**config.mk**
```make
export PLATFORM = sky130hd
export DESIGN_NAME = thermostat_mode_controller_flat
export DESIGN_NICKNAME = d
export VERILOG_FILES = /design/src/rtl/core/tmc_pkg.sv /design/src/rtl/core/tmc_if.sv /design/src/rtl/core/tmc_sample_cell.sv /design/src/rtl/core/tmc_sample_chain.sv /design/src/rtl/core/thermostat_mode_controller.sv /design/src/flat_wrapper.sv
export VERILOG_INCLUDE_DIRS = /design/src /design/src/rtl/core
export SDC_FILE = /design/constraint.sdc
export NUM_CORES = 1
export LEC_CHECK = 0
export ABC_AREA = 1
export BUFFER_PORTS_ARGS = -buffer_cell sky130_fd_sc_hd__clkbuf_2
export CAP_MARGIN = 20
export CORE_UTILIZATION = 35
export CTS_CLUSTER_SIZE = 24
export DETAILED_ROUTE_END_ITERATION = 8
export GPL_TIMING_DRIVEN = 0
export SLEW_MARGIN = 20
export SYNTH_ARGS = -nofsm -noshare
export SYNTH_HDL_FRONTEND = slang
export SYNTH_SLANG_ARGS = --single-unit
```
**constraint.sdc**
```tcl
create_clock -name clk -period 21.5 [get_ports clk]
set_input_delay 2.15 -clock clk [delete_from_list [all_inputs] [get_ports clk]]
set_output_delay 2.15 -clock clk [all_outputs]
set_load 0.03 [all_outputs]
```
**src/rtl/core/thermostat_mode_controller_defines.svh**
```systemverilog
// Assertion macros shared by the thermostat mode controller RTL.
`ifndef THERMOSTAT_MODE_CONTROLLER_DEFINES_SVH
`define THERMOSTAT_MODE_CONTROLLER_DEFINES_SVH

// Condition must hold at every clock edge out of reset.
`define TMC_ASSERT_ALWAYS(label, cond, msg) \
    label: assert property (@(posedge clk) disable iff (!rst_n) (cond)) else $error(msg);

// Consequent must hold in the cycle after the antecedent.
`define TMC_ASSERT_NEXT(label, ante, cons, msg) \
    label: assert property (@(posedge clk) disable iff (!rst_n) (ante) |=> (cons)) \
        else $error(msg);

`endif

```
**src/rtl/core/tmc_pkg.sv**
```systemverilog
// Package: constants, types and helper functions of the thermostat mode controller.
package tmc_pkg;

    localparam int NUM_SAMPLES     = 10;
    localparam int SCHEDULE_PERIOD = 20;
    localparam int SAMPLE_W        = 8;
    localparam int TICK_W          = 5;
    localparam int SUM_W           = $clog2(NUM_SAMPLES * 255 + 1);
    // covers sum + band*N and (setpoint + band)*N
    localparam int CMP_W           = $clog2(NUM_SAMPLES * (255 + 31 + 128) + 1);

    localparam logic [2:0] SAMPLE_TICK_MASK = 3'b111;

    localparam logic [6:0] INIT_SETPOINT = 7'd60;
    localparam logic [6:0] LOWER_RST     = 7'd35;
    localparam logic [6:0] UPPER_RST     = 7'd75;
    localparam logic [4:0] STEP_RST      = 5'd5;
    localparam logic [4:0] BAND_RST      = 5'd5;
    localparam logic [3:0] TIMEOUT_RST   = 4'd10;

    typedef enum logic [1:0] {
        MODE_OFF     = 2'd0,
        MODE_SETTING = 2'd1,
        MODE_RUNNING = 2'd2
    } mode_t;

    typedef enum logic [1:0] {
        ELEM_HEAT = 2'd0,
        ELEM_COOL = 2'd1,
        ELEM_NONE = 2'd2
    } elem_t;

    typedef enum logic [2:0] {
        CFG_LOWER_LIMIT = 3'd0,
        CFG_UPPER_LIMIT = 3'd1,
        CFG_STEP        = 3'd2,
        CFG_BAND        = 3'd3,
        CFG_TIMEOUT     = 3'd4,
        CFG_DEADBAND    = 3'd5
    } cfg_index_t;

    typedef struct packed {
        logic [6:0] lower_limit;
        logic [6:0] upper_limit;
        logic [4:0] step;
        logic [4:0] band;
        logic [3:0] timeout;
        logic       deadband_off;
    } cfg_t;

    typedef struct packed {
        logic power;
        logic up;
        logic down;
    } buttons_t;

    typedef struct packed {
        logic [3:0] tens;
        logic [3:0] ones;
    } digits_t;

    // Decimal digits of a value below 512: divide by 10 through reciprocal multiply.
    function automatic digits_t to_digits(logic [8:0] v);
        logic [17:0] p1;
        logic [6:0]  q;
        logic [11:0] p2;
        logic [3:0]  q2;
        digits_t     d;
        p1     = 18'(v) * 18'd205;
        q      = p1[17:11];
        p2     = 12'(q) * 12'd26;
        q2     = p2[11:8];
        d.tens = 4'(q - 7'(q2) * 7'd10);
        d.ones = 4'(v - 9'(q) * 9'd10);
        return d;
    endfunction

endpackage

```
**src/rtl/core/tmc_if.sv**
```systemverilog
// Channel interfaces: tick input and result output with valid/ready.
interface tmc_in_if;
    logic       valid;
    logic       ready;
    logic       power_button;
    logic       up_button;
    logic       down_button;
    logic [9:0] sensor_sample;

    modport source (output valid, power_button, up_button, down_button, sensor_sample,
                    input ready);
    modport sink   (input valid, power_button, up_button, down_button, sensor_sample,
                    output ready);
endinterface

interface tmc_out_if;
    logic       valid;
    logic       ready;
    logic       heater_on;
    logic       cooler_on;
    logic       indicator_led;
    logic       display_enable;
    logic [3:0] display_tens;
    logic [3:0] display_ones;
    logic [1:0] operating_mode;
    logic [6:0] setpoint_value;

    modport source (output valid, heater_on, cooler_on, indicator_led, display_enable,
                    display_tens, display_ones, operating_mode, setpoint_value,
                    input ready);
    modport sink   (input valid, heater_on, cooler_on, indicator_led, display_enable,
                    display_tens, display_ones, operating_mode, setpoint_value,
                    output ready);
endinterface

```
**src/rtl/core/tmc_sample_cell.sv**
```systemverilog
// One cell of the sample chain: holds one halved sample, passes it on when shifted.
module tmc_sample_cell (
    input  logic                         clk,
    input  logic                         rst_n,
    input  logic                         shift_en,
    input  logic [tmc_pkg::SAMPLE_W-1:0] d,
    output logic [tmc_pkg::SAMPLE_W-1:0] q
);

    logic [tmc_pkg::SAMPLE_W-1:0] q_reg;
    logic [tmc_pkg::SAMPLE_W-1:0] q_next;

    assign q_next = shift_en ? d : q_reg;
    assign q      = q_reg;

    always_ff @(posedge clk or negedge rst_n)
    begin
        if (!rst_n)
        begin
            q_reg <= '0;
        end
        else
        begin
            q_reg <= q_next;
        end
    end

endmodule

```
**src/rtl/core/tmc_sample_chain.sv**
```systemverilog
// Row of sample cells with a running sum; the tail cell holds the oldest sample.
module tmc_sample_chain (
    input  logic                         clk,
    input  logic                         rst_n,
    input  logic                         shift_en,
    input  logic [tmc_pkg::SAMPLE_W-1:0] sample_in,
    output logic [tmc_pkg::SUM_W-1:0]    sum_shifted
);

    logic [tmc_pkg::SAMPLE_W-1:0] tap [0:tmc_pkg::NUM_SAMPLES];
    logic [tmc_pkg::SUM_W-1:0]    sum_reg;
    logic [tmc_pkg::SUM_W-1:0]    sum_next;

    assign tap[0] = sample_in;

    for (genvar i = 0; i < tmc_pkg::NUM_SAMPLES; i++)
    begin : g_cell
        tmc_sample_cell u_cell (
            .clk      (clk),
            .rst_n    (rst_n),
            .shift_en (shift_en),
            .d        (tap[i]),
            .q        (tap[i+1])
        );
    end

    // sum after the new sample enters and the oldest drops out
    assign sum_shifted = sum_reg + tmc_pkg::SUM_W'(sample_in)
                       - tmc_pkg::SUM_W'(tap[tmc_pkg::NUM_SAMPLES]);
    assign sum_next    = shift_en ? sum_shifted : sum_reg;

    always_ff @(posedge clk or negedge rst_n)
    begin
        if (!rst_n)
        begin
            sum_reg <= '0;
        end
        else
        begin
            sum_reg <= sum_next;
        end
    end

endmodule

```
**src/rtl/core/thermostat_mode_controller.sv**
```systemverilog
// A tick's result is on out_ch in the cycle after its transfer (registered state).
// Throughput: one tick per cycle; the mode/setpoint update and the sample chain's
// running sum both complete in the cycle of the transfer.
// A result waiting on a stalled sink holds new ticks back only until it is taken.
// Reset (rst_n, async, active low): power-up mode, setpoints, limits and drives;
// sample chain cleared at once, no clearing pass.
`include "thermostat_mode_controller_defines.svh"

module thermostat_mode_controller (
    input  logic           clk,
    input  logic           rst_n,
    tmc_in_if.sink         in_ch,
    tmc_out_if.source      out_ch,
    input  logic           cfg_write,
    input  logic [2:0]     cfg_index,
    input  logic [6:0]     cfg_data
);

    typedef struct packed {
        tmc_pkg::mode_t mode;
        logic [6:0]     setpoint;
        logic [3:0]     count;
    } step_t;

    // Up/down release: running enters setting; in setting the setpoint steps with clamping.
    function automatic step_t step_setpoint(step_t s, logic up, tmc_pkg::cfg_t cfg);
        step_t      r;
        logic [7:0] sum;
        logic [6:0] stp;
        r   = s;
        stp = {2'b00, cfg.step};
        sum = 8'(s.setpoint) + 8'(stp);
        unique case (s.mode)
            tmc_pkg::MODE_RUNNING:
            begin
                r.mode  = tmc_pkg::MODE_SETTING;
                r.count = '0;
            end
            tmc_pkg::MODE_SETTING:
            begin
                if (up)
                begin
                    r.setpoint = (sum > 8'(cfg.upper_limit)) ? cfg.upper_limit : sum[6:0];
                end
                else if (s.setpoint < stp || (s.setpoint - stp) < cfg.lower_limit)
                begin
                    r.setpoint = cfg.lower_limit;
                end
                else
                begin
                    r.setpoint = s.setpoint - stp;
                end
                r.count = '0;
            end
            default:
            begin
                r = s;
            end
        endcase
        return r;
    endfunction

    // ---------------------------------------------------------------
    // State
    // ---------------------------------------------------------------
    tmc_pkg::cfg_t     cfg_reg;
    tmc_pkg::mode_t    mode_reg, mode_next;
    tmc_pkg::elem_t    elem_reg, elem_next;
    tmc_pkg::buttons_t prev_reg, prev_next;
    logic [6:0]        setpoint_reg, setpoint_next;
    logic [6:0]        saved_reg, saved_next;
    logic [3:0]        count_reg, count_next;
    logic [tmc_pkg::TICK_W-1:0] tick_reg, tick_next;
    logic              heater_reg, heater_next;
    logic              cooler_reg, cooler_next;
    logic              led_reg, led_next;
    logic              disp_en_reg, disp_en_next;
    tmc_pkg::digits_t  digits_reg, digits_next;
    logic              led_phase_reg, led_phase_next;
    logic              disp_phase_reg, disp_phase_next;
    logic              out_valid_reg, out_valid_next;

    logic              in_fire;
    logic              sample_tick;
    logic              period_tick;
    logic [8:0]        sample_half;
    logic              shift_en;
    logic [tmc_pkg::SUM_W-1:0] sum_shifted;

    step_t             after_power, after_up, after_down;
    logic              rel_power, rel_up, rel_down;
    logic [tmc_pkg::CMP_W-1:0] sum_ext, hi_lim, band_n, sp_n;

    // output register parts the two sides; a held result blocks only if not taken
    assign in_ch.ready = !out_valid_reg || out_ch.ready;
    assign in_fire     = in_ch.valid && in_ch.ready;

    // sampling on counts with low three bits zero; blink/timeout at the period count
    assign sample_tick = (tick_reg[2:0] & tmc_pkg::SAMPLE_TICK_MASK) == 3'b000;
    assign period_tick = tick_reg == tmc_pkg::TICK_W'(tmc_pkg::SCHEDULE_PERIOD);
    assign sample_half = in_ch.sensor_sample[9:1];
    assign shift_en    = in_fire && sample_tick;

    tmc_sample_chain u_chain (
        .clk         (clk),
        .rst_n       (rst_n),
        .shift_en    (shift_en),
        .sample_in   (sample_half[tmc_pkg::SAMPLE_W-1:0]),
        .sum_shifted (sum_shifted)
    );

    // releases: pressed last tick, not pressed now
    assign rel_power = prev_reg.power && !in_ch.power_button;
    assign rel_up    = prev_reg.up && !in_ch.up_button;
    assign rel_down  = prev_reg.down && !in_ch.down_button;

    // ---------------------------------------------------------------
    // Button handling: power first, then up, then down
    // ---------------------------------------------------------------
    always_comb
    begin
        after_power.mode     = mode_reg;
        after_power.setpoint = setpoint_reg;
        after_power.count    = count_reg;
        if (rel_power)
        begin
            if (mode_reg == tmc_pkg::MODE_OFF)
            begin
                after_power.mode     = tmc_pkg::MODE_RUNNING;
                after_power.setpoint = saved_reg;
            end
            else
            begin
                after_power.mode = tmc_pkg::MODE_OFF;
            end
        end
        after_up   = rel_up ? step_setpoint(after_power, 1'b1, cfg_reg) : after_power;
        after_down = rel_down ? step_setpoint(after_up, 1'b0, cfg_reg) : after_up;
    end

    // control thresholds, scaled by the number of samples to avoid a divide
    assign sum_ext = tmc_pkg::CMP_W'(sum_shifted);
    assign band_n  = tmc_pkg::CMP_W'(cfg_reg.band) * tmc_pkg::CMP_W'(tmc_pkg::NUM_SAMPLES);
    assign sp_n    = tmc_pkg::CMP_W'(after_down.setpoint)
                   * tmc_pkg::CMP_W'(tmc_pkg::NUM_SAMPLES);
    assign hi_lim  = sp_n + band_n;

    // ---------------------------------------------------------------
    // Next state for one tick
    // ---------------------------------------------------------------
    always_comb
    begin
        mode_next       = mode_reg;
        elem_next       = elem_reg;
        prev_next       = prev_reg;
        setpoint_next   = setpoint_reg;
        saved_next      = saved_reg;
        count_next      = count_reg;
        tick_next       = tick_reg;
        heater_next     = heater_reg;
        cooler_next     = cooler_reg;
        led_next        = led_reg;
        disp_en_next    = disp_en_reg;
        digits_next     = digits_reg;
        led_phase_next  = led_phase_reg;
        disp_phase_next = disp_phase_reg;

        if (in_fire)
        begin
            // power off: drives and display dark, setpoint saved
            if (rel_power && mode_reg != tmc_pkg::MODE_OFF)
            begin
                heater_next  = 1'b0;
                cooler_next  = 1'b0;
                led_next     = 1'b0;
                disp_en_next = 1'b0;
                saved_next   = setpoint_reg;
            end
            mode_next     = after_down.mode;
            setpoint_next = after_down.setpoint;
            count_next    = after_down.count;
            if (rel_up || rel_down)
            begin
                digits_next = tmc_pkg::to_digits({2'b00, after_down.setpoint});
            end
            prev_next.power = in_ch.power_button;
            prev_next.up    = in_ch.up_button;
            prev_next.down  = in_ch.down_button;

            if (sample_tick)
            begin
                if (mode_next == tmc_pkg::MODE_RUNNING)
                begin
                    digits_next  = tmc_pkg::to_digits(sample_half);
                    disp_en_next = 1'b1;
                end
                if (mode_next != tmc_pkg::MODE_OFF)
                begin
                    priority if (sum_ext > hi_lim)
                    begin
                        cooler_next = 1'b1;
                        heater_next = 1'b0;
                        led_next    = 1'b1;
                        elem_next   = tmc_pkg::ELEM_COOL;
                    end
                    else if (sum_ext + band_n < sp_n)
                    begin
                        heater_next = 1'b1;
                        cooler_next = 1'b0;
                        elem_next   = tmc_pkg::ELEM_HEAT;
                    end
                    else if (cfg_reg.deadband_off)
                    begin
                        heater_next = 1'b0;
                        cooler_next = 1'b0;
                        led_next    = 1'b0;
                        elem_next   = tmc_pkg::ELEM_NONE;
                    end
                    else
                    begin
                        // inside the band: drives stay as they are
                    end
                end
            end

            if (period_tick)
            begin
                // setting-mode timeout
                if (mode_next == tmc_pkg::MODE_SETTING)
                begin
                    if (count_next == cfg_reg.timeout)
                    begin
                        count_next = '0;
                        mode_next  = tmc_pkg::MODE_RUNNING;
                    end
                    else
                    begin
                        count_next = count_next + 4'd1;
                    end
                end
                // blink LED while heating, display while setting
                if (mode_next != tmc_pkg::MODE_OFF && elem_next == tmc_pkg::ELEM_HEAT)
                begin
                    led_next       = led_phase_reg;
                    led_phase_next = !led_phase_reg;
                end
                if (mode_next == tmc_pkg::MODE_SETTING)
                begin
                    disp_en_next    = disp_phase_reg;
                    disp_phase_next = !disp_phase_reg;
                end
                tick_next = tmc_pkg::TICK_W'(1);
            end
            else
            begin
                tick_next = tick_reg + tmc_pkg::TICK_W'(1);
            end
        end
    end

    // result stays until the sink takes it
    always_comb
    begin
        priority if (in_fire)
        begin
            out_valid_next = 1'b1;
        end
        else if (out_ch.ready)
        begin
            out_valid_next = 1'b0;
        end
        else
        begin
            out_valid_next = out_valid_reg;
        end
    end

    always_ff @(posedge clk or negedge rst_n)
    begin
        if (!rst_n)
        begin
            mode_reg       <= tmc_pkg::MODE_OFF;
            elem_reg       <= tmc_pkg::ELEM_NONE;
            prev_reg       <= '0;
            setpoint_reg   <= tmc_pkg::INIT_SETPOINT;
            saved_reg      <= tmc_pkg::INIT_SETPOINT;
            count_reg      <= '0;
            tick_reg       <= '0;
            heater_reg     <= 1'b0;
            cooler_reg     <= 1'b0;
            led_reg        <= 1'b0;
            disp_en_reg    <= 1'b0;
            digits_reg     <= '0;
            led_phase_reg  <= 1'b0;
            disp_phase_reg <= 1'b0;
            out_valid_reg  <= 1'b0;
        end
        else
        begin
            mode_reg       <= mode_next;
            elem_reg       <= elem_next;
            prev_reg       <= prev_next;
            setpoint_reg   <= setpoint_next;
            saved_reg      <= saved_next;
            count_reg      <= count_next;
            tick_reg       <= tick_next;
            heater_reg     <= heater_next;
            cooler_reg     <= cooler_next;
            led_reg        <= led_next;
            disp_en_reg    <= disp_en_next;
            digits_reg     <= digits_next;
            led_phase_reg  <= led_phase_next;
            disp_phase_reg <= disp_phase_next;
            out_valid_reg  <= out_valid_next;
        end
    end

    // ---------------------------------------------------------------
    // Configuration registers; unknown indexes are ignored
    // ---------------------------------------------------------------
    always_ff @(posedge clk or negedge rst_n)
    begin
        if (!rst_n)
        begin
            cfg_reg.lower_limit  <= tmc_pkg::LOWER_RST;
            cfg_reg.upper_limit  <= tmc_pkg::UPPER_RST;
            cfg_reg.step         <= tmc_pkg::STEP_RST;
            cfg_reg.band         <= tmc_pkg::BAND_RST;
            cfg_reg.timeout      <= tmc_pkg::TIMEOUT_RST;
            cfg_reg.deadband_off <= 1'b0;
        end
        else if (cfg_write)
        begin
            unique case (tmc_pkg::cfg_index_t'(cfg_index))
                tmc_pkg::CFG_LOWER_LIMIT: cfg_reg.lower_limit  <= cfg_data;
                tmc_pkg::CFG_UPPER_LIMIT: cfg_reg.upper_limit  <= cfg_data;
                tmc_pkg::CFG_STEP:        cfg_reg.step         <= cfg_data[4:0];
                tmc_pkg::CFG_BAND:        cfg_reg.band         <= cfg_data[4:0];
                tmc_pkg::CFG_TIMEOUT:     cfg_reg.timeout      <= cfg_data[3:0];
                tmc_pkg::CFG_DEADBAND:    cfg_reg.deadband_off <= cfg_data[0];
                default:                  cfg_reg              <= cfg_reg;
            endcase
        end
    end

    // ---------------------------------------------------------------
    // Result: the registered state after the last transfer
    // ---------------------------------------------------------------
    assign out_ch.valid          = out_valid_reg;
    assign out_ch.heater_on      = heater_reg;
    assign out_ch.cooler_on      = cooler_reg;
    assign out_ch.indicator_led  = led_reg;
    assign out_ch.display_enable = disp_en_reg;
    assign out_ch.display_tens   = digits_reg.tens;
    assign out_ch.display_ones   = digits_reg.ones;
    assign out_ch.operating_mode = mode_reg;
    assign out_ch.setpoint_value = setpoint_reg;

    // ---------------------------------------------------------------
    // Assertions
    // ---------------------------------------------------------------
    `TMC_ASSERT_ALWAYS(a_drive_excl, !(heater_reg && cooler_reg),
        "heater and cooler driven together")
    `TMC_ASSERT_ALWAYS(a_off_quiet,
        mode_reg != tmc_pkg::MODE_OFF || (!heater_reg && !cooler_reg && !led_reg),
        "drive active while off")
    `TMC_ASSERT_ALWAYS(a_tick_range, tick_reg <= tmc_pkg::TICK_W'(tmc_pkg::SCHEDULE_PERIOD),
        "schedule counter past its period")
    `TMC_ASSERT_NEXT(a_sp_hold, !in_fire, $stable(setpoint_reg) && $stable(mode_reg),
        "setpoint or mode moved without a transfer")

endmodule
```
**src/flat_wrapper.sv**
```systemverilog
// flat-port wrapper written by rule: the top's interface ports become plain ports
module thermostat_mode_controller_flat 
  (clk, rst_n, cfg_write, cfg_index, cfg_data, in_ch_valid, in_ch_power_button, in_ch_up_button, in_ch_down_button, in_ch_sensor_sample, in_ch_ready, out_ch_valid, out_ch_heater_on, out_ch_cooler_on, out_ch_indicator_led, out_ch_display_enable, out_ch_display_tens, out_ch_display_ones, out_ch_operating_mode, out_ch_setpoint_value, out_ch_ready);
  tmc_in_if in_ch_i ();
  tmc_out_if out_ch_i ();
  input  logic clk;
  input  logic rst_n;
  input  logic cfg_write;
  input  logic [2:0] cfg_index;
  input  logic [6:0] cfg_data;
  input wire logic [$bits(in_ch_i.valid)-1:0] in_ch_valid;
  input wire logic [$bits(in_ch_i.power_button)-1:0] in_ch_power_button;
  input wire logic [$bits(in_ch_i.up_button)-1:0] in_ch_up_button;
  input wire logic [$bits(in_ch_i.down_button)-1:0] in_ch_down_button;
  input wire logic [$bits(in_ch_i.sensor_sample)-1:0] in_ch_sensor_sample;
  output wire logic [$bits(in_ch_i.ready)-1:0] in_ch_ready;
  output wire logic [$bits(out_ch_i.valid)-1:0] out_ch_valid;
  output wire logic [$bits(out_ch_i.heater_on)-1:0] out_ch_heater_on;
  output wire logic [$bits(out_ch_i.cooler_on)-1:0] out_ch_cooler_on;
  output wire logic [$bits(out_ch_i.indicator_led)-1:0] out_ch_indicator_led;
  output wire logic [$bits(out_ch_i.display_enable)-1:0] out_ch_display_enable;
  output wire logic [$bits(out_ch_i.display_tens)-1:0] out_ch_display_tens;
  output wire logic [$bits(out_ch_i.display_ones)-1:0] out_ch_display_ones;
  output wire logic [$bits(out_ch_i.operating_mode)-1:0] out_ch_operating_mode;
  output wire logic [$bits(out_ch_i.setpoint_value)-1:0] out_ch_setpoint_value;
  input wire logic [$bits(out_ch_i.ready)-1:0] out_ch_ready;
  assign in_ch_i.valid = in_ch_valid;
  assign in_ch_i.power_button = in_ch_power_button;
  assign in_ch_i.up_button = in_ch_up_button;
  assign in_ch_i.down_button = in_ch_down_button;
  assign in_ch_i.sensor_sample = in_ch_sensor_sample;
  assign in_ch_ready = in_ch_i.ready;
  assign out_ch_valid = out_ch_i.valid;
  assign out_ch_heater_on = out_ch_i.heater_on;
  assign out_ch_cooler_on = out_ch_i.cooler_on;
  assign out_ch_indicator_led = out_ch_i.indicator_led;
  assign out_ch_display_enable = out_ch_i.display_enable;
  assign out_ch_display_tens = out_ch_i.display_tens;
  assign out_ch_display_ones = out_ch_i.display_ones;
  assign out_ch_operating_mode = out_ch_i.operating_mode;
  assign out_ch_setpoint_value = out_ch_i.setpoint_value;
  assign out_ch_i.ready = out_ch_ready;
  thermostat_mode_controller u_core (.clk(clk), .rst_n(rst_n), .in_ch(in_ch_i), .out_ch(out_ch_i), .cfg_write(cfg_write), .cfg_index(cfg_index), .cfg_data(cfg_data));
endmodule
```
==> results.md <==
* Share of cells above drive strength 1 at under 10%
* Vias in the first global route at 10,700
* Most frequent cells in the layout: 417 x nand2_1, 300 x inv_1, 196 x ha_1
* Fin crit share at between 60% and 70%
* Failing checks: DRC
* Slew Limit Fails at 0
* Initial Utilization at ~35%
* GP Congestion at between 0.8 and 0.9
* DR iter-0 viols at 431
* CTS tree: done
* H-tree levels at 4
* Fin. Hold Viols at 0
* Largest net degree at the start of global routing at between 80 and 90
* WL per Instance at approximately 14 µm
* Global route overflow at 0
* Syn avg cell area at 7.93 µm²
* Register area share after synthesis at between 30% and 40%
* Die X at 197 µm
* Final Skew at 9.72 ps
* Most frequent CP cell: nand2_1
* TNS Setup at 0 ps
* Slew Limit Headroom at a little over a third
* CTS clock-pin slew for the worst setup and hold paths at roughly 70 ps
* Root Driver: clkbuf_16
* Post-CTS Resized at 0
* Arr. time, crit path at ~14,000 ps
* Main synth FF type: dfrtp_1
* Required @ worst endpoint at between 20,000 and 25,000 ps
* Crit path time final at about 14,000 ps
* Initial antenna violation count at 0
* Port bufs at between 40 and 50
* FFs w/ async S/R, synth at 100%
* Yosys Warn Count at 0
* Max-cap viol count at 0
* Synth Register Bits at about 170
* Outcome: finished with violations
* Synth Instances at between 1,500 and 2,000
* Buf+Inv Stages, Crit Path at 11
* CP startpoint: in_ch_power_button
* Diodes inserted at 0
* CORE AREA at 0.0376 mm²
* Distinct cells, synth at 56
* Max frequency at ~74 MHz
* R2R Path Start: u_core.out_ch.operating_mode[1]
* Post-route DRC at 2
* Crit path max-delay family: adder cells
* CTS buffer count at 17
* Vias per cell at 4.71
* Hold Buf Count CTS at 0
* Full die area at ~0.039 mm²
* CP max stage delay at 640 ps
* WS Path Type: in -> reg
* Maximum root-to-sink buffer count at 2
* R2R depth at 70
* CP endpoint: u_core.out_ch.display_tens[2]
* Post-Syn Area at about 0.013 mm²
* First-pass DRT Iterations at 7
* Final setup violating endpoints at 0
* Worst-Skew Late Latency at approximately 430 ps
* Number of synthesized flops with an enable pin at 0
* Standard-cell rows at ~70
* Antenna Nets Post-Route at 0
* Final Net Count at about 2,000
* Slowest library cell on the worst path: fa_1
* DP Wirelength at between 20,000 and 30,000 µm
* Num ports at 51
* CP Capture Type: flop
* Via Count at between 10,000 and 15,000
* R2R Path End: u_core.out_ch.display_tens[2]
* R2r setup slk at 9350 ps
* Die extent in y at 197 µm
* Hold Crit Class: reg -> reg
* GRT Util Overall at about 17%
* Syn Nets at ~2,000
* # Post-CTS Setup Buffers at 0
* Area Overhead vs Synth at 11.4%
* Detailed Route WL at 31,000 µm
* Number of fill cells at 3,887
* CP startpoint kind: primary input
* First-pass GRT wire length at roughly 53,000 µm
* Critical path depth in cells at around 70
* Commonest non-fill, non-tap cell in the layout: nand2_1
* Flip-flop count of the largest register after layout at 80
* Crit-path max FO at 10
* Measured slew at the worst slew-check pin at 951 ps
* Sink Count at 166
* RSZ-0062 raised after global routing: false
* Worst hold margin at between 400 and 500 ps
-- metrics by stage --
| step | instance area, µm² | cells | utilization, % | setup WS [ps] |
|---|---|---|---|---|
| global route | 14800 | 2273 | 39.5 | 6840 |
| detailed placement | 14300 | 2242 | 37.9 | 7500 |
| floorplan | 13300 | 1681 | - | 9410 |
| finish | 14800 | 2273 | 39.5 | 7950 |
| global placement | 14200 | 2241 | 37.8 | 7640 |
| CTS | 14800 | 2273 | 39.5 | 7900 |
-- per-layer routing --
layer | global-route usage, % | vias up | wire (µm)
li1 | - | 5475 | -
met1 | 22.1 | 5070 | 14500
met2 | 29.1 | 129 | 14900
met3 | 2.51 | 32 | 926
met4 | 4.25 | 0 | 625
met5 | 0 | - | 0
-- final cells by class --
cell class | count | area, µm² | area share (%)
clock buffer | 20 | 457 | 3.08
sequential | 166 | 4180 | 28.2
buffer | 37 | 159 | 1.07
clock inverter | 11 | 136 | 0.918
tap | 511 | 639 | 4.31
multi-input combinational | 1173 | 7850 | 52.8
timing repair buffer | 50 | 282 | 1.90
inverter | 305 | 1150 | 7.73
-- logic make-up after synthesis --
group / synth area share [%]
XOR/XNOR: 4.72
flip-flops: 31.4
AO/OA/AOI/OAI: 11.3
adder cells (fa/ha/maj): 24.4
buffers and inverters: 9.80
AND/OR/NAND/NOR: 18.5
-- cells in the mapped netlist, drive strengths merged, types with 2 or more instances --
cell type	instances	area (µm²)
a211oi	2	15.0
a21o	7	52.6
a21oi	76	384
a22oi	2	15.0
a31oi	5	31.3
buf	6	42.5
clkbuf	31	116
dfrtp	144	3600
dfstp	22	578
fa	40	801
ha	196	2450
inv	304	1140
nand2	430	1660
nand3	54	293
nand3b	2	15.0
nand4	6	37.5
nor2	81	312
nor3	8	40.0
nor3b	2	15.0
nor4	2	12.5
o211ai	11	82.6
o21a	2	15.0
o21ai	144	724
o21bai	9	78.8
o22ai	2	12.5
o31ai	2	28.8
or2	9	56.3
xnor2	29	262
xor2	42	368
-- worst min-delay path by stage --
stage | end | startpoint | cells after the start | slack [ps]
2_1_floorplan | u_core.led_phase_reg | u_core.led_phase_reg | 1 | 430
3_3_place_gp | u_core.led_phase_reg | u_core.led_phase_reg | 1 | 450
3_5_place_dp | u_core.led_phase_reg | u_core.led_phase_reg | 1 | 460
4_1_cts | u_core.saved_reg[3] | u_core.saved_reg[3] | 2 | 470
5_1_grt | u_core.led_phase_reg | u_core.led_phase_reg | 1 | 490
6_report | u_core.led_phase_reg | u_core.led_phase_reg | 1 | 460
Power is not shown: default switching activity piles up to over one toggle a cycle in this logic, so the estimate is an artifact.
